--- config.mk ---
export PLATFORM = sky130hd
export DESIGN_NAME = reaction_time_tester_core
export DESIGN_NICKNAME = d
export VERILOG_FILES = /design/src/sv/rtt_pkg.sv /design/src/sv/rtt_debounce.sv /design/src/sv/rtt_trial.sv /design/src/sv/reaction_time_tester_core.sv
export SDC_FILE = /design/constraint.sdc
export NUM_CORES = 1
export LEC_CHECK = 0
export BUFFER_PORTS_ARGS = -buffer_cell sky130_fd_sc_hd__buf_2
export CORE_MARGIN = 5
export CORE_UTILIZATION = 45
export DETAILED_ROUTE_END_ITERATION = 16
export SLEW_MARGIN = 20
export SYNTH_ARGS = -nofsm -noshare
export SYNTH_HDL_FRONTEND = slang
export SYNTH_SLANG_ARGS = --single-unit
--- constraint.sdc ---
create_clock -name clk -period 5.52 [get_ports clk]
set_input_delay 0.828 -clock clk [delete_from_list [all_inputs] [get_ports clk]]
set_output_delay 0.828 -clock clk [all_outputs]
set_load 0.005 [all_outputs]
--- src/sv/rtt_pkg.sv ---
// Reaction time tester: shared types, codes and reset constants.
// No dependencies; used by every module of the block.
`default_nettype none

package rtt_pkg;

  // Elapsed counter width, default for the top-level parameter
  localparam int COUNT_WIDTH_DEF = 16;

  // Register reset values
  localparam logic [1:0]  MODE_RST       = 2'd0;
  localparam logic [15:0] TIMEOUT_RST    = 16'd2000;
  localparam logic [15:0] SPEAKER_RST    = 16'd500;
  localparam logic [7:0]  DEBOUNCE_RST   = 8'd10;
  localparam logic [15:0] BASE_DELAY_RST = 16'd10000;

  // Register indexes on the config port
  localparam logic [2:0] REG_MODE       = 3'd0;
  localparam logic [2:0] REG_TIMEOUT    = 3'd1;
  localparam logic [2:0] REG_SPEAKER    = 3'd2;
  localparam logic [2:0] REG_DEBOUNCE   = 3'd3;
  localparam logic [2:0] REG_BASE_DELAY = 3'd4;

  // Mode codes
  localparam logic [1:0] MODE_CAR  = 2'd0;
  localparam logic [1:0] MODE_BIKE = 2'd1;
  localparam logic [1:0] MODE_HORN = 2'd2;
  // Spare code: arms nothing, no phase rules, counters still run
  localparam logic [1:0] MODE_NONE = 2'd3;

  // Bit positions in the pin / debounced level vectors
  localparam int LV_ACCEL = 0;
  localparam int LV_BRAKE = 1;
  localparam int LV_HORN  = 2;

  typedef enum logic [2:0] {
    PH_IDLE   = 3'd0,
    PH_ARMED  = 3'd2,
    PH_WAIT   = 3'd3,
    PH_TIMING = 3'd4
  } phase_t;

  typedef enum logic [1:0] {
    OUT_NONE     = 2'd0,
    OUT_FALSE    = 2'd1,
    OUT_TIMEOUT  = 2'd2,
    OUT_MEASURED = 2'd3
  } outcome_t;

  // One tick as held in the input register
  typedef struct packed {
    logic [2:0]  pins;        // active low, LV_* positions
    logic        start_trial;
    logic        end_session;
    logic [11:0] random_draw;
  } tick_t;

  // Configuration registers
  typedef struct packed {
    logic [1:0]  mode;
    logic [15:0] timeout_ms;
    logic [15:0] speaker_ms;
    logic [7:0]  debounce_ms;
    logic [15:0] base_delay_ms;
  } cfg_t;

  // Result of one tick
  typedef struct packed {
    logic        red_lamp;
    logic        green_lamp;
    logic        speaker_on;
    outcome_t    outcome;
    logic [15:0] reaction_ms;
    logic [7:0]  false_start_count;
  } result_t;

endpackage

`default_nettype wire

--- src/sv/rtt_debounce.sv ---
// Shared debounce counter for the three pins, served in priority order
// accelerator, brake, horn. Depends on rtt_pkg.
`default_nettype none

module rtt_debounce (
  input  wire logic          clk,
  input  wire logic          rst,
  input  wire logic          step,
  input  wire rtt_pkg::tick_t tick,
  input  wire logic [7:0]    debounce_ms,
  output logic [2:0]         levels
);

  logic [7:0] count, count_next;
  logic [2:0] levels_next;
  logic [2:0] diff;
  logic [1:0] sel;

  assign diff = tick.pins ^ levels;

  always_comb begin
    levels_next = levels;
    count_next  = count;
    sel         = 2'(rtt_pkg::LV_ACCEL);
    priority if (diff[rtt_pkg::LV_ACCEL]) sel = 2'(rtt_pkg::LV_ACCEL);
    else if (diff[rtt_pkg::LV_BRAKE])     sel = 2'(rtt_pkg::LV_BRAKE);
    else                                  sel = 2'(rtt_pkg::LV_HORN);
    if (tick.end_session || diff == 3'b000) begin
      count_next = debounce_ms;
    end else if (count <= 8'd1) begin
      count_next       = debounce_ms;
      levels_next[sel] = tick.pins[sel];
    end else begin
      count_next = count - 8'd1;
    end
  end

  always_ff @(posedge clk) begin
    if (rst) begin
      levels <= 3'b111;
      count  <= rtt_pkg::DEBOUNCE_RST;
    end else if (step) begin
      levels <= levels_next;
      count  <= count_next;
    end
  end

endmodule

`default_nettype wire

--- src/sv/rtt_trial.sv ---
// Trial sequencer: arm, random wait, cue, response timing, outcome and
// false-start tally. Depends on rtt_pkg.
`default_nettype none

module rtt_trial #(
  parameter int COUNT_WIDTH = rtt_pkg::COUNT_WIDTH_DEF
) (
  input  wire logic            clk,
  input  wire logic            rst,
  input  wire logic            step,
  input  wire rtt_pkg::tick_t  tick,
  input  wire rtt_pkg::cfg_t   cfg,
  input  wire logic [2:0]      levels,
  output rtt_pkg::result_t     result
);

  localparam int RW = (COUNT_WIDTH > 16) ? COUNT_WIDTH : 16;
  localparam logic [COUNT_WIDTH-1:0] EL_MAX = {COUNT_WIDTH{1'b1}};

  rtt_pkg::phase_t phase, phase_next;
  logic [15:0] delay_count, delay_count_next;
  logic        delay_active, delay_active_next;
  logic [COUNT_WIDTH-1:0] elapsed, elapsed_next;
  logic        timing_active, timing_active_next;
  logic [15:0] speaker_count, speaker_count_next;
  logic        red_on, red_on_next;
  logic        green_on, green_on_next;
  logic [7:0]  tally, tally_next;

  logic [16:0] wait_sum;
  logic [15:0] wait_len;
  logic [RW-1:0] el_wide;
  logic        resp_pressed;
  logic        early;

  assign wait_sum = {1'b0, cfg.base_delay_ms} + 17'(tick.random_draw);
  assign wait_len = wait_sum[16] ? 16'hFFFF : wait_sum[15:0];
  assign el_wide  = RW'(elapsed);
  assign resp_pressed = (cfg.mode == rtt_pkg::MODE_CAR) ? !levels[rtt_pkg::LV_BRAKE]
                                                        : !levels[rtt_pkg::LV_HORN];
  // Leaving the accelerator (car) or touching the horn before the cue
  assign early = (cfg.mode == rtt_pkg::MODE_CAR) ? levels[rtt_pkg::LV_ACCEL]
                                                 : !levels[rtt_pkg::LV_HORN];

  always_comb begin
    phase_next         = phase;
    delay_count_next   = delay_count;
    delay_active_next  = delay_active;
    elapsed_next       = elapsed;
    timing_active_next = timing_active;
    speaker_count_next = speaker_count;
    red_on_next        = red_on;
    green_on_next      = green_on;
    tally_next         = tally;
    result.outcome     = rtt_pkg::OUT_NONE;
    result.reaction_ms = 16'd0;
    result.speaker_on  = 1'b0;

    if (tick.end_session) begin
      phase_next         = rtt_pkg::PH_IDLE;
      delay_active_next  = 1'b0;
      timing_active_next = 1'b0;
      speaker_count_next = 16'd0;
      red_on_next        = 1'b0;
      green_on_next      = 1'b0;
    end else begin
      // arm
      if (tick.start_trial && phase == rtt_pkg::PH_IDLE) begin
        if (cfg.mode == rtt_pkg::MODE_CAR) begin
          phase_next    = rtt_pkg::PH_ARMED;
          green_on_next = 1'b1;
        end else if (cfg.mode == rtt_pkg::MODE_BIKE || cfg.mode == rtt_pkg::MODE_HORN) begin
          phase_next        = rtt_pkg::PH_WAIT;
          delay_count_next  = wait_len;
          delay_active_next = 1'b1;
          if (cfg.mode == rtt_pkg::MODE_BIKE) green_on_next = 1'b1;
        end
      end

      // phase rules, not applied in the unused mode code
      if (cfg.mode != rtt_pkg::MODE_NONE) begin
        unique case (phase_next)
          rtt_pkg::PH_ARMED: begin
            if (cfg.mode == rtt_pkg::MODE_CAR && !levels[rtt_pkg::LV_ACCEL]) begin
              phase_next        = rtt_pkg::PH_WAIT;
              delay_count_next  = wait_len;
              delay_active_next = 1'b1;
            end
          end
          rtt_pkg::PH_WAIT: begin
            if (!delay_active_next) begin
              elapsed_next       = '0;
              timing_active_next = 1'b1;
              phase_next         = rtt_pkg::PH_TIMING;
              if (cfg.mode == rtt_pkg::MODE_HORN) begin
                speaker_count_next = cfg.speaker_ms;
              end else begin
                green_on_next = 1'b0;
                red_on_next   = 1'b1;
              end
            end else if (early) begin
              if (tally != 8'hFF) tally_next = tally + 8'd1;
              phase_next     = rtt_pkg::PH_IDLE;
              result.outcome = rtt_pkg::OUT_FALSE;
              if (cfg.mode != rtt_pkg::MODE_HORN) green_on_next = 1'b0;
            end
          end
          rtt_pkg::PH_TIMING: begin
            if (el_wide > RW'(cfg.timeout_ms) || elapsed == EL_MAX) begin
              timing_active_next = 1'b0;
              phase_next         = rtt_pkg::PH_IDLE;
              result.outcome     = rtt_pkg::OUT_TIMEOUT;
              if (cfg.mode != rtt_pkg::MODE_HORN) red_on_next = 1'b0;
            end else if (resp_pressed) begin
              timing_active_next = 1'b0;
              phase_next         = rtt_pkg::PH_IDLE;
              result.outcome     = rtt_pkg::OUT_MEASURED;
              result.reaction_ms = (el_wide > RW'(16'hFFFF)) ? 16'hFFFF : el_wide[15:0];
              if (cfg.mode != rtt_pkg::MODE_HORN) red_on_next = 1'b0;
            end
          end
          default: ;
        endcase
      end

      if (timing_active_next && elapsed_next != EL_MAX) begin
        elapsed_next = elapsed_next + COUNT_WIDTH'(1);
      end

      if (delay_active_next) begin
        if (delay_count_next <= 16'd1) begin
          delay_count_next  = 16'd0;
          delay_active_next = 1'b0;
        end else begin
          delay_count_next = delay_count_next - 16'd1;
        end
      end

      if (speaker_count_next != 16'd0) begin
        speaker_count_next = speaker_count_next - 16'd1;
        result.speaker_on  = 1'b1;
      end
    end

    result.red_lamp          = red_on_next;
    result.green_lamp        = green_on_next;
    result.false_start_count = tally_next;
  end

  always_ff @(posedge clk) begin
    if (rst) begin
      phase         <= rtt_pkg::PH_IDLE;
      delay_count   <= 16'd0;
      delay_active  <= 1'b0;
      elapsed       <= '0;
      timing_active <= 1'b0;
      speaker_count <= 16'd0;
      red_on        <= 1'b0;
      green_on      <= 1'b0;
      tally         <= 8'd0;
    end else if (step) begin
      phase         <= phase_next;
      delay_count   <= delay_count_next;
      delay_active  <= delay_active_next;
      elapsed       <= elapsed_next;
      timing_active <= timing_active_next;
      speaker_count <= speaker_count_next;
      red_on        <= red_on_next;
      green_on      <= green_on_next;
      tally         <= tally_next;
    end
  end

endmodule

`default_nettype wire

--- src/sv/reaction_time_tester_core.sv ---
// Reaction time tester top level: stream ports, config registers, input and
// result registers. Depends on rtt_pkg, rtt_debounce and rtt_trial.
//
// Usage:
//  - Each item on the s_axis channel is one 1 ms tick: three raw active-low
//    pins, start/end flags and a 12-bit random draw for the cue delay.
//  - Every tick produces exactly one result item on m_axis: lamps, speaker,
//    outcome code, reaction time and the saturating false-start count.
//  - Config writes (cfg_valid/cfg_ready, cfg_index, cfg_data) go to mode,
//    timeout, speaker pulse length, debounce length and base delay. They
//    are always taken; write them only with no tick in flight.
//  - Path: an accepted tick passes the input register, one pass of logic and
//    the result register before its result shows on m_axis.
//  - Throughput: one tick per clock while m_axis does not stall. s_axis_tready
//    stays high while the result register is empty or being drained in the same cycle.
//  - Receiver stall: the result holds in the output register; one more tick
//    waits in the input register, then s_axis_tready drops. State only
//    advances when a tick moves into the result register.
//  - Reset (rst, synchronous): registers return to their defaults, phase
//    idle, pins released, trial counters and tally cleared, both channels empty.
`default_nettype none

module reaction_time_tester_core #(
  parameter int COUNT_WIDTH = rtt_pkg::COUNT_WIDTH_DEF
) (
  input  wire logic        clk,
  input  wire logic        rst,
  // input ticks
  input  wire logic        s_axis_tvalid,
  output logic             s_axis_tready,
  // [0] accel_pin, [1] brake_pin, [2] horn_pin, [3] start_trial,
  // [4] end_session, [16:5] random_draw, [23:17] zero
  input  wire logic [23:0] s_axis_tdata,
  // results
  output logic             m_axis_tvalid,
  input  wire logic        m_axis_tready,
  // [0] red_lamp, [1] green_lamp, [2] speaker_on, [4:3] outcome,
  // [20:5] reaction_ms, [28:21] false_start_count, [31:29] zero
  output logic [31:0]      m_axis_tdata,
  // config writes
  input  wire logic        cfg_valid,
  output logic             cfg_ready,
  input  wire logic [2:0]  cfg_index,
  input  wire logic [15:0] cfg_data
);

  rtt_pkg::cfg_t    cfg;
  rtt_pkg::tick_t   tick;
  rtt_pkg::result_t result;
  logic             in_valid;
  logic             step;
  logic [2:0]       levels;

  // Tick is evaluated when the result register is free or draining
  assign step          = in_valid && (!m_axis_tvalid || m_axis_tready);
  assign s_axis_tready = !in_valid || step;
  assign cfg_ready     = 1'b1;

  // Config registers
  always_ff @(posedge clk) begin
    if (rst) begin
      cfg.mode          <= rtt_pkg::MODE_RST;
      cfg.timeout_ms    <= rtt_pkg::TIMEOUT_RST;
      cfg.speaker_ms    <= rtt_pkg::SPEAKER_RST;
      cfg.debounce_ms   <= rtt_pkg::DEBOUNCE_RST;
      cfg.base_delay_ms <= rtt_pkg::BASE_DELAY_RST;
    end else if (cfg_valid) begin
      unique case (cfg_index)
        rtt_pkg::REG_MODE:       cfg.mode          <= cfg_data[1:0];
        rtt_pkg::REG_TIMEOUT:    cfg.timeout_ms    <= cfg_data;
        rtt_pkg::REG_SPEAKER:    cfg.speaker_ms    <= cfg_data;
        rtt_pkg::REG_DEBOUNCE:   cfg.debounce_ms   <= cfg_data[7:0];
        rtt_pkg::REG_BASE_DELAY: cfg.base_delay_ms <= cfg_data;
        default: ;
      endcase
    end
  end

  // Input register
  always_ff @(posedge clk) begin
    if (rst) begin
      in_valid <= 1'b0;
    end else if (s_axis_tready) begin
      in_valid <= s_axis_tvalid;
    end
  end

  always_ff @(posedge clk) begin
    if (s_axis_tvalid && s_axis_tready) begin
      tick.pins        <= s_axis_tdata[2:0];
      tick.start_trial <= s_axis_tdata[3];
      tick.end_session <= s_axis_tdata[4];
      tick.random_draw <= s_axis_tdata[16:5];
    end
  end

  rtt_debounce u_debounce (
    .clk         (clk),
    .rst         (rst),
    .step        (step),
    .tick        (tick),
    .debounce_ms (cfg.debounce_ms),
    .levels      (levels)
  );

  rtt_trial #(
    .COUNT_WIDTH (COUNT_WIDTH)
  ) u_trial (
    .clk    (clk),
    .rst    (rst),
    .step   (step),
    .tick   (tick),
    .cfg    (cfg),
    .levels (levels),
    .result (result)
  );

  // Result register
  always_ff @(posedge clk) begin
    if (rst) begin
      m_axis_tvalid <= 1'b0;
    end else if (!m_axis_tvalid || m_axis_tready) begin
      m_axis_tvalid <= in_valid;
    end
  end

  always_ff @(posedge clk) begin
    if (step) begin
      m_axis_tdata <= {3'b000, result.false_start_count, result.reaction_ms,
                       result.outcome, result.speaker_on, result.green_lamp,
                       result.red_lamp};
    end
  end

endmodule

`default_nettype wire
==> flow_summary_export.csv, run 1 <==
group,metric,value,unit
status,run_status,"finished, final reports clean",
die,top_level_ports,83,
timing,timing.clock.skew,0.0101,ns
cells_and_area,layout.core_utilization,50.7,%
min_path,min_path_type,"reg -> reg",
synthesis,synth_cell_type_count,85,
clock_network,cts.sinks,180,
route,drt_wl_total,25000,microns
synthesis,synth_edf_count,46,
global_route,first_global_vias,7709,
route,avgViaCountPerCell,5.60,
cells_and_area,layout_common_cells,"185 x sky130_fd_sc_hd__nand2_1, 134 x sky130_fd_sc_hd__dfxtp_1, 125 x sky130_fd_sc_hd__nor2_1",
timing,fin_hold_ws,0.455,ns
clock_network,post-cts-setup-buffers,0,
route,wl_met2,10800,microns
route,wire_per_inst,16.5,microns
cells_and_area,final_layout_size_suffix_gt1_share,12.2,%
placed_design,dpl-instance-area,10300,sq um
power_and_ir_drop,ir_worst_vdd,0.212,mV
synthesis,ys_seq_area_share,41.4,%
route,top_layer_used,"met4",
critical_path,most_repeated_library_cell_on_the_critical_path,"sky130_fd_sc_hd__a211oi_2",
critical_path,worst_setup_path_start_kind,"flop",
critical_path,worst-setup-path-type,"reg -> reg",
global_route,pin_count_of_the_biggest_net_entering_global_routing,71,
timing,slew_viol_final,0,
timing,max-slew-margin-rel,30.2,%
synthesis,ys_ff_latch,180,
critical_path,critical_path.max_stage_delay,0.57,ns
clock_network,cts-hold-fix-buffers,0,
timing,period_share,75.2,%
critical_path,crit_fanout,13,
die,core-area,21600,sq um
clock_network,htreeDepth,4,
clock_network,clock_latency,0.43,ns
timing,fin_setup_tns,0,ns
timing,period_needed,4.15,ns
cells_and_area,syn_to_final_growth,11.8,%
timing,setup_repair_after_global_routing_missed_its_margin,"no",
route,drtAntennaViolNets,0,
clock_network,clock-root-buffer,"sky130_fd_sc_hd__clkbuf_16",
timing,fmaxAchievable,0.241,GHz
global_route,grt_first_pass_wirelength,40700,microns
global_route,grt_antenna_before_repair,0,
route,detail_route.drc_violations,0,
clock_network,cts.repair.resized,0,
synthesis,dominantRegCellSynth,"sky130_fd_sc_hd__dfxtp_1",
placed_design,gpl.final_weighted_congestion,0.892,
route,firstDrtPassIters,5,
critical_path,worst_path_top_cell_family_by_delay,"simple AND/OR/NAND/NOR gates",
clock_network,cts_tree,"done",
die,dieWidth,158,microns
power_and_ir_drop,pwr_density_cell,333,nW/um^2
synthesis,syn-instance-count,1171,
route,total_number_of_vias,8467,
clock_network,ctsLongestPathBuffers,2,
clock_network,cts_inserted_buffers,17,
route,met3WireLength,1380,microns
timing,max_slew.worst_pin.slew,1.04,ns
die,fp.dieH,158,microns
critical_path,path_buf_inv,0,
placed_design,buffers_on_ports,71,
power_and_ir_drop,cellLeakagePower,4.15,nW
synthesis,ys_async_sr_fraction,0,%
cells_and_area,layout_commonest_cell,"sky130_fd_sc_hd__nand2_1",
cells_and_area,finish.instance_area,11000,sq um
cells_and_area,fillerInstances,2080,
critical_path,worst_path_max_delay_cell,"sky130_fd_sc_hd__or4b_1",
synthesis,warnings_from_yosys,0,
clock_network,cts_clk_pin_slew_worst_paths,0.07,ns
die,initial_core_util,45.4,%
critical_path,crit_arrival,4.45,ns
route,detailedRoute.firstIterationViolations,641,
timing,hold_violations,0,
placed_design,dp.final_hpwl,17900,microns
synthesis,syn_avg_cell_area,8.37,sq um
critical_path,cp-end-kind,"flop",
critical_path,worst_endpoint_required_time,5.82,ns
timing,finalSetupViolCount,0,
global_route,grtUsageTotal,20.4,%
route,route.layer.met1.wl,12500,microns
global_route,overflow,0,
die,fp.dieArea,24800,sq um
critical_path,worstPathCellList,"ha_1 > fa_1 > a211oi_2 > o211a_1 > o21ai_1 > and4_4 > a211oi_2 > nand3b_1 > or4_1 > or4b_1 > nand2_2 > o211ai_1",
die,floorplan.rows,54,
cells_and_area,num_antenna_cells,0,
synthesis,synthesis.area,9810,sq um
run,cap_violations,0,
cells_and_area,nets,1306,
-- per-stage QoR --
stage                     setup slack, ns  cells  power (W)
after global placement               1.44   1479    0.00238
after detailed placement             1.37   1479    0.00239
after global routing                 1.04   1511    0.00386
after floorplan                      1.73   1173    0.00219
final                                1.37   1511    0.00365
after CTS                            1.35   1511    0.00367
-- state kept, by name, indices dropped and copies added (netlist names) --
name / count
u_trial.delay_active: 1
u_trial.el_wide: 16
m_axis_tvalid: 1
u_debounce.count: 8
cfg: 58
u_trial.delay_count: 16
m_axis_tdata: 29
u_trial.speaker_count: 16
u_trial.timing_active: 1
u_trial.red_on: 1
in_valid: 1
u_trial.phase: 3
u_trial.tally: 8
u_trial.green_on: 1
tick: 17
u_debounce.levels: 3
-- layer usage --
layer  track usage, %  vias up
li1                 -     4270
met5                0        -
met1             30.9     3941
met2             30.0      233
met3             3.36       23
met4             5.24        0
-- report_power, final --
group	switching [W]	leakage (nW)	total, W	internal (W)
clock	0.000568	0.283	0.00128	0.000708
sequential	0.0000488	1.52	0.00146	0.00141
combinational	0.000537	2.35	0.000915	0.000378
total	0.00115	4.15	0.00365	0.00250
-- logic make-up after synthesis --
| logic type | Yosys count | synth area share (%) |
|---|---|---|
| buffers and inverters | 87 | 3.78 |
| DFF | 180 | 41.4 |
| other | 2 | 0.0766 |
| muxes | 16 | 1.71 |
| adders and majority gates | 40 | 5.18 |
| and+or+nand+nor | 511 | 24.9 |
| xor gates and xnor gates | 50 | 4.47 |
| AOI/OAI and AO/OA | 285 | 18.5 |
-- worst min-delay path, delay by kind of cell (launching register included) --
kind	cells	cell delay (ns)
simple gates	1	0.05
compound gates	1	0.05
flops	1	0.31
-- final timing paths --
| check | startpoint | end | slack, ns | depth (start not counted) |
|---|---|---|---|---|
| worst min register to register | cfg[55]$_SDFFE_PP0P_ | cfg[55]$_SDFFE_PP0P_ | 0.45 | 2 |
| worst max register to register | tick[0]$_DFFE_PP_ | u_trial.delay_count[3]$_SDFFE_PP0P_ | 1.37 | 12 |
| worst min-delay path | cfg[55]$_SDFFE_PP0P_ | cfg[55]$_SDFFE_PP0P_ | 0.45 | 2 |
| worst max-delay path | tick[0]$_DFFE_PP_ | u_trial.delay_count[3]$_SDFFE_PP0P_ | 1.37 | 12 |
-- layout make-up --
| type | instances | area, sq um | share of cell area (%) |
|---|---|---|---|
| flip-flops and latches | 180 | 4060 | 37.1 |
| clock inverters | 14 | 165 | 1.51 |
| repair buffers | 81 | 430 | 3.93 |
| well taps | 280 | 350 | 3.20 |
| multi-input cells | 906 | 5380 | 49.1 |
| inverters | 32 | 120 | 1.10 |
| clock buffers | 18 | 450 | 4.11 |
-- Yosys cell counts (all sizes together) (3+ instances only) --
library cell  instances  area share (%)
inv                  31             1.2
nor3                 34             1.8
or3                  12            0.77
o22a                  3            0.27
mux2                  3            0.34
o21a                  5            0.38
mux2i                13             1.4
clkbuf               38             1.5
edfxtp               46              14
a221oi                4            0.36
nand3b                7            0.54
or2                   6            0.43
a211oi               12             1.1
nor3b                 4            0.31
nand4                12            0.77
nand2b               10            0.64
and4                  5            0.47
or4                   5            0.42
xor2                 23             2.1
a31oi                13            0.83
nor2b                 7            0.47
a21oi                88             4.5
a22oi                18             1.4
a2111oi               3            0.33
o22ai                 8            0.51
nor4                  7            0.60
o21ai                79             4.4
xnor2                27             2.4
nor2                128             5.0
and3                 17             1.1
ha                   39             5.0
buf                  17             1.1
nand2               186             7.1
o211ai               12            0.92
and2                 23             1.5
dfxtp               134              27
a311oi                5            0.45
a21o                  8            0.61
nand3                37             1.9
nand4b                5            0.45
o31ai                 5            0.38
Power figures use the tool's default switching activity.
==> run 2: changes to the inputs <==
--- a/config.mk
+++ b/config.mk
@@ -5,6 +5,7 @@
 export SDC_FILE = /design/constraint.sdc
 export NUM_CORES = 1
 export LEC_CHECK = 0
+export ABC_AREA = 1
 export BUFFER_PORTS_ARGS = -buffer_cell sky130_fd_sc_hd__buf_2
 export CORE_MARGIN = 5
 export CORE_UTILIZATION = 45
==> constraint.sdc (replaced) <==
create_clock -name clk -period 4.15 [get_ports clk]
set_input_delay 0.6225 -clock clk [delete_from_list [all_inputs] [get_ports clk]]
set_output_delay 0.6225 -clock clk [all_outputs]
set_load 0.005 [all_outputs]
==> run 2 against run 1 <==
Effect of this change: sequential share of layout area shrank 2.9 points; area after synthesis grew 9.2%; clock skew grew 0.0013 ns; combinational power rose by 140%; power increased by 61%; flip-flop and latch count unchanged; critical endpoint is now u_trial.speaker_count[15]$_SDFFE_PP0P_.
==> flow_summary_export.csv, run 2 <==
group,metric,value,unit
status,run_status,"finished, final reports clean",
route,wire_per_inst,13.8,microns
global_route,first_global_vias,8705,
cells_and_area,num_antenna_cells,0,
synthesis,synthDominantCellAreaShare,25.1,%
global_route,grt_first_pass_wirelength,43300,microns
critical_path,crit_arrival,3.74,ns
critical_path,worst_setup_path_start_kind,"flop",
timing,hold_violations,0,
clock_network,post-cts-setup-buffers,0,
clock_network,clock-root-buffer,"sky130_fd_sc_hd__clkbuf_16",
route,drt_wl_total,26200,microns
clock_network,cts_tree,"done",
cells_and_area,fillerInstances,2376,
synthesis,synth_commonest_cells,"368 x sky130_fd_sc_hd__nand2_1, 205 x sky130_fd_sc_hd__inv_1, 171 x sky130_fd_sc_hd__nor2_1",
placed_design,dpl-instance-area,11300,sq um
critical_path,most_repeated_library_cell_on_the_critical_path,"sky130_fd_sc_hd__inv_1",
placed_design,buffers_on_ports,71,
timing,period_share,83.2,%
timing,fmaxAchievable,0.290,GHz
timing,slew_viol_final,0,
global_route,grtUsageTotal,19.9,%
route,top_layer_used,"met4",
placed_design,gpl.final_weighted_congestion,0.886,
route,firstDrtPassIters,6,
timing,timing.clock.skew,0.0114,ns
power_and_ir_drop,cellLeakagePower,5.47,nW
global_route,pin_count_of_the_biggest_net_entering_global_routing,62,
synthesis,synthesis.area,10700,sq um
timing,max-slew-margin-rel,39.9,%
route,wl_met2,11700,microns
global_route,overflow,0,
timing,setup_repair_after_global_routing_missed_its_margin,"no",
die,initial_core_util,45.6,%
clock_network,htreeDepth,4,
die,top_level_ports,83,
cells_and_area,top_register,"cfg",
synthesis,ys_top_cells_by_area,"sky130_fd_sc_hd__dfxtp_1 25%, sky130_fd_sc_hd__edfxtp_1 13%, sky130_fd_sc_hd__nand2_1 13%",
die,fp.dieArea,27000,sq um
power_and_ir_drop,pwr_density_cell,494,nW/um^2
die,floorplan.rows,56,
synthesis,syn_avg_cell_area,7.05,sq um
critical_path,critical_path.max_stage_delay,0.46,ns
timing,max_slew.worst_pin.slew,0.900,ns
synthesis,ys_ff_latch,180,
placed_design,dp.final_hpwl,19400,microns
synthesis,synth_edf_count,46,
route,total_number_of_vias,9505,
clock_network,cts_inserted_buffers,17,
cells_and_area,final_layout_size_suffix_gt1_share,13.0,%
cells_and_area,number_of_flip_flops_in_the_largest_register,58,
route,met3WireLength,1080,microns
power_and_ir_drop,ir_worst_vdd,0.560,mV
clock_network,cts_clk_pin_slew_worst_paths,0.08,ns
clock_network,cts-hold-fix-buffers,0,
synthesis,ys_async_sr_fraction,0,%
synthesis,yosysMostFrequentCell,"sky130_fd_sc_hd__nand2_1",
cells_and_area,finish.instance_area,11900,sq um
cells_and_area,layout.core_utilization,50.7,%
route,avgViaCountPerCell,4.99,
clock_network,ctsLongestPathBuffers,2,
critical_path,cp-end-kind,"flop",
critical_path,worstPathCellList,"inv_1 > ha_1 > inv_1 > nor2_1 > nand3_4 > nand2_2 > inv_2 > nand4_2 > nand2_1 > nand2_1 > ha_1 > inv_1 > nor2_1 > nand3_2 > nand4_1 > a21oi_1",
route,detail_route.drc_violations,0,
run,cap_violations,0,
die,core-area,23500,sq um
synthesis,synthDominantAreaCellType,"sky130_fd_sc_hd__dfxtp_1",
die,fp.dieH,164,microns
clock_network,cts.sinks,180,
critical_path,worst-setup-path-type,"reg -> reg",
cells_and_area,largestRegisters,"cfg (58), m_axis_tdata (29), tick (17)",
route,detailedRoute.firstIterationViolations,529,
synthesis,dominantRegCellSynth,"sky130_fd_sc_hd__dfxtp_1",
timing,period_needed,3.45,ns
critical_path,worst_path_max_delay_cell,"sky130_fd_sc_hd__nand4_2",
critical_path,crit_fanout,23,
min_path,min_path_type,"in -> reg",
clock_network,clock_latency,0.43,ns
synthesis,ys_seq_area_share,38.0,%
timing,finalSetupViolCount,0,
cells_and_area,nets,1659,
timing,fin_setup_tns,0,ns
die,dieWidth,164,microns
clock_network,cts.repair.resized,0,
cells_and_area,syn_to_final_growth,11.1,%
synthesis,syn-instance-count,1518,
critical_path,worst_endpoint_required_time,4.44,ns
cells_and_area,layout_commonest_cell,"sky130_fd_sc_hd__nand2_1",
route,drtAntennaViolNets,0,
global_route,grt_antenna_before_repair,0,
cells_and_area,layout_common_cells,"368 x sky130_fd_sc_hd__nand2_1, 204 x sky130_fd_sc_hd__inv_1, 171 x sky130_fd_sc_hd__nor2_1",
synthesis,warnings_from_yosys,0,
route,route.layer.met1.wl,13100,microns
synthesis,synth_cell_type_count,51,
[run 2: cell count changes in the layout (fill, tap and decap cells not counted), moves of 16 or more]
| cell | delta |
|---|---|
| sky130_fd_sc_hd__nor2_1 | +46 |
| sky130_fd_sc_hd__xnor2_1 | -17 |
| sky130_fd_sc_hd__nand4_1 | +48 |
| sky130_fd_sc_hd__a21oi_1 | +18 |
| sky130_fd_sc_hd__nand3_1 | +39 |
| sky130_fd_sc_hd__and2_1 | -21 |
| sky130_fd_sc_hd__nor3_1 | -16 |
| sky130_fd_sc_hd__inv_1 | +174 |
| sky130_fd_sc_hd__nand2_2 | +17 |
| sky130_fd_sc_hd__nand2_1 | +183 |
[run 2: routing by layer]
| layer | vias up | GRT usage [%] |
|---|---|---|
| li1 | 5021 | - |
| met3 | 19 | 2.91 |
| met1 | 4281 | 28.8 |
| met5 | - | 0 |
| met2 | 184 | 31.7 |
| met4 | 0 | 4.00 |
[run 2: area by class of cell]
class / instances / area (sq um) / share of cell area (%)
clock buffer: 17 / 425 / 3.58
clock inverter: 15 / 159 / 1.34
inverter: 220 / 830 / 6.97
multi-input combinational: 1070 / 5580 / 46.9
sequential: 180 / 4060 / 34.2
tap: 319 / 399 / 3.36
timing repair buffer: 82 / 438 / 3.68
[run 2: power breakdown]
part	internal [W]	switching, W
Clock	0.000857	0.000773
Sequential	0.00194	0.0000695
Combinational	0.000768	0.00147
[run 2: stage by stage]
stage,instances,power [W],worst slack (ns),hold WS (ns)
2_1_floorplan,1520,0.00386,1.14,0.429
3_3_place_gp,1871,0.00427,0.802,0.444
3_5_place_dp,1871,0.00427,0.702,0.451
4_1_cts,1903,0.00591,0.689,0.349
5_1_grt,1903,0.00633,0.329,0.346
6_report,1903,0.00588,0.698,0.362
[run 2: kinds of logic (layout without fill, tap and decap cells)]
group,after synthesis,after routing,synth area share (%)
AOI/OAI and AO/OA,223,223,11.5
xor gates and xnor gates,30,30,2.45
adders and majority gates,40,40,4.74
buffers and inverters,270,334,9.98
DFF,180,180,38.0
other,2,4,0.0701
and+or+nand+nor,773,773,33.3
[run 2: path summary, 6_finish.rpt]
check,startpoint,to,slack (ns),cells after the start
worst max-delay path,cfg[56]$_SDFFE_PP0P_,u_trial.speaker_count[15]$_SDFFE_PP0P_,0.70,16
worst min-delay path,s_axis_tdata[15],tick[10]$_DFFE_PP_,0.36,1
worst max register to register,cfg[56]$_SDFFE_PP0P_,u_trial.speaker_count[15]$_SDFFE_PP0P_,0.70,16
worst min register to register,cfg[25]$_SDFFE_PP0P_,cfg[25]$_SDFFE_PP0P_,0.46,2
[run 2: worst max-delay path, delay by kind of cell (launching register included)]
kind / cells / cell delay [ns]
buffers and inverters: 4 / 0.38
AND/OR/NAND/NOR: 9 / 1.94
AO/OA/AOI/OAI: 1 / 0.09
flip-flops: 1 / 0.37
adder cells (fa/ha/maj): 2 / 0.52
==> run 3: changes to the inputs <==
--- a/config.mk
+++ b/config.mk
@@ -5,11 +5,12 @@
 export SDC_FILE = /design/constraint.sdc
 export NUM_CORES = 1
 export LEC_CHECK = 0
-export ABC_AREA = 1
+export ABC_AREA = 0
 export BUFFER_PORTS_ARGS = -buffer_cell sky130_fd_sc_hd__buf_2
 export CORE_MARGIN = 5
 export CORE_UTILIZATION = 45
 export DETAILED_ROUTE_END_ITERATION = 16
+export PLACE_DENSITY = 0.65
 export SLEW_MARGIN = 20
 export SYNTH_ARGS = -nofsm -noshare
 export SYNTH_HDL_FRONTEND = slang
==> constraint.sdc (replaced) <==
create_clock -name clk -period 3 [get_ports clk]
set_input_delay 0.45 -clock clk [delete_from_list [all_inputs] [get_ports clk]]
set_output_delay 0.45 -clock clk [all_outputs]
set_load 0.005 [all_outputs]
==> run 3 against run 2 <==
Effect of this change: sequential power rose by 34%; critical path depth fell by 3; flip-flop and latch count did not move; clock skew fell by 0.00094 ns; critical endpoint is now u_trial.delay_count[15]$_SDFFE_PP0P_; routed wire length rose by 5.0%; combinational power barely moved; highest routed layer unchanged; worst setup slack got worse by 1.3 ns; register-to-register slack got worse by 1.3 ns; power rose by 22%; utilization rose by 7.4 points; the flow now finishes with violations (negative setup slack); cell area rose by 5.5%; non-clock buffer count rose by 147.
==> flow_summary_export.csv, run 3 (synthesized netlist as in run 1, its figures left out) <==
group,metric,value,unit
power_and_ir_drop,ir_worst_vdd,0.477,mV
power_and_ir_drop,cellLeakagePower,4.96,nW
route,drtAntennaViolNets,0,
cells_and_area,layout_common_cells,"183 x sky130_fd_sc_hd__nand2_1, 144 x sky130_fd_sc_hd__buf_4, 130 x sky130_fd_sc_hd__dfxtp_1",
cells_and_area,fillerInstances,1948,
placed_design,dp.final_hpwl,20200,microns
clock_network,cts.sinks,180,
cells_and_area,top_register,"cfg",
global_route,grt_first_pass_wirelength,45300,microns
clock_network,cts-hold-fix-buffers,0,
cells_and_area,syn_to_final_growth,28.0,%
cells_and_area,number_of_flip_flops_in_the_largest_register,58,
timing,slew_viol_final,0,
cells_and_area,nets,1454,
route,drt_wl_total,27500,microns
clock_network,htreeDepth,4,
status,violated_checks,"negative setup slack",
clock_network,clock-root-buffer,"sky130_fd_sc_hd__clkbuf_16",
route,wire_per_inst,16.6,microns
cells_and_area,layout_commonest_cell,"sky130_fd_sc_hd__nand2_1",
route,detailedRoute.firstIterationViolations,583,
clock_network,cts_inserted_buffers,17,
timing,fmaxAchievable,0.278,GHz
placed_design,dpl-instance-area,11500,sq um
critical_path,worst_setup_path_start_kind,"flop",
global_route,grtUsageTotal,22.5,%
power_and_ir_drop,report.power.total,0.00719,W
placed_design,pre_cts_slack,-0.655,ns
clock_network,cts_clk_pin_slew_worst_paths,0.07,ns
global_route,pin_count_of_the_biggest_net_entering_global_routing,40,
cells_and_area,final_layout_size_suffix_gt1_share,26.2,%
global_route,first_global_vias,8951,
route,avgViaCountPerCell,5.57,
cells_and_area,largestRegisters,"cfg (58), m_axis_tdata (29), tick (17)",
placed_design,buffers_on_ports,71,
route,firstDrtPassIters,6,
cells_and_area,num_antenna_cells,0,
cells_and_area,total_area_of_sequential_cells,4070,sq um
timing,worst_slack,-0.592,ns
critical_path,worst_endpoint_required_time,3.33,ns
power_and_ir_drop,pwr_density_cell,573,nW/um^2
critical_path,cp-end-kind,"flop",
die,core-area,21600,sq um
critical_path,crit_fanout,6,
clock_network,clock_latency,0.44,ns
timing,period_needed,3.59,ns
clock_network,ctsLongestPathBuffers,2,
global_route,grt_antenna_before_repair,0,
clock_network,cts_tree,"done",
route,total_number_of_vias,9248,
critical_path,crit_arrival,3.92,ns
critical_path,worst-setup-path-type,"reg -> reg",
global_route,overflow,0,
timing,max-slew-margin-rel,44.9,%
die,fp.dieArea,24800,sq um
die,dieWidth,158,microns
status,run_status,"finished with violations",
timing,hold_violations,0,
die,top_level_ports,83,
timing,period_share,120,%
placed_design,gpl.final_weighted_congestion,0.876,
cells_and_area,layout.core_utilization,58.0,%
run,cap_violations,0,
timing,max_slew.worst_pin.slew,0.820,ns
timing,timing.clock.skew,0.0105,ns
min_path,min_path_type,"in -> reg",
cells_and_area,multi_input_comb_area,5790,sq um
cells_and_area,instances_no_fill,1659,
timing,setup_repair_after_global_routing_missed_its_margin,"yes",
die,initial_core_util,45.4,%
placed_design,post-place-cells,1612,
die,fp.dieH,158,microns
cells_and_area,finish.instance_area,12600,sq um
route,detail_route.drc_violations,0,
timing,finalSetupViolCount,18,
die,floorplan.rows,54,
==> run 3: cell types whose count changed in the layout (fill, tap and decap cells not counted), sizes merged, moves of 50 or more <==
cell   change
nand4     -50
buf      +146
inv      -184
nand2    -205
nor2      -69
nand3     -51
==> run 3: layout make-up <==
cell class,instances,share of cell area [%]
clock inverter,15,1.27
sequential,180,32.4
timing repair buffer,229,13.0
clock buffer,17,3.39
multi-input combinational,906,46.2
inverter,32,0.977
tap,280,2.79
==> run 3: layer usage <==
layer	GRT usage (%)	vias up	share of wire, %
met5	0	-	0
met4	8.03	0	2.7
met3	3.50	51	5.3
met2	36.5	233	46
met1	30.6	4405	46
li1	-	4559	-
==> run 3: repair_timing <==
item | 4_1_cts | 5_1_grt
pin swaps | 14 | 27
setup buffers | 12 | 4
endpoints found under the hold margin | 0 | 0
cloned | 0 | 1
endpoints found under the setup margin | 22 | 34
gates resized for setup | 37 | 41
==> run 3: final timing paths <==
kind | startpoint | to | slack, ns | cells past startpoint
setup / recovery | tick[0]$_DFFE_PP_ | u_trial.delay_count[15]$_SDFFE_PP0P_ | -0.59 | 13
hold / removal | s_axis_tdata[13] | tick[8]$_DFFE_PP_ | 0.18 | 1
setup reg to reg | tick[0]$_DFFE_PP_ | u_trial.delay_count[15]$_SDFFE_PP0P_ | -0.59 | 13
hold reg to reg | u_trial.delay_count[10]$_SDFFE_PP0P_ | u_trial.delay_count[10]$_SDFFE_PP0P_ | 0.45 | 2
==> run 3: per-stage QoR <==
step / hold WS [ns] / setup TNS, ns
floorplan: 0.429 / -7.73
global placement: 0.437 / -9.02
detailed placement: 0.441 / -10.51
CTS: 0.166 / -8.18
global route: 0.173 / -11.04
finish: 0.179 / -8.64
==> run 3: worst max-delay path, cell delays in order, from the launching register on <==
cell and delay [ns]:
sky130_fd_sc_hd__edfxtp_1 0.38, sky130_fd_sc_hd__ha_2 0.20, sky130_fd_sc_hd__fa_2 0.35, sky130_fd_sc_hd__a211oi_2 0.22
sky130_fd_sc_hd__o211a_1 0.24, sky130_fd_sc_hd__a21o_1 0.12, sky130_fd_sc_hd__xor2_1 0.16, sky130_fd_sc_hd__a21oi_1 0.10
sky130_fd_sc_hd__or2_1 0.25, sky130_fd_sc_hd__or4_4 0.55, sky130_fd_sc_hd__or4b_4 0.56, sky130_fd_sc_hd__nand2_4 0.13
sky130_fd_sc_hd__clkbuf_16 0.16, sky130_fd_sc_hd__o21ai_2 0.05
==> run 3: report_power, final <==
part           total [W]  switching (W)  internal (W)
sequential       0.00269      0.0000891       0.00260
combinational    0.00224        0.00115       0.00109
clock            0.00226        0.00108       0.00118
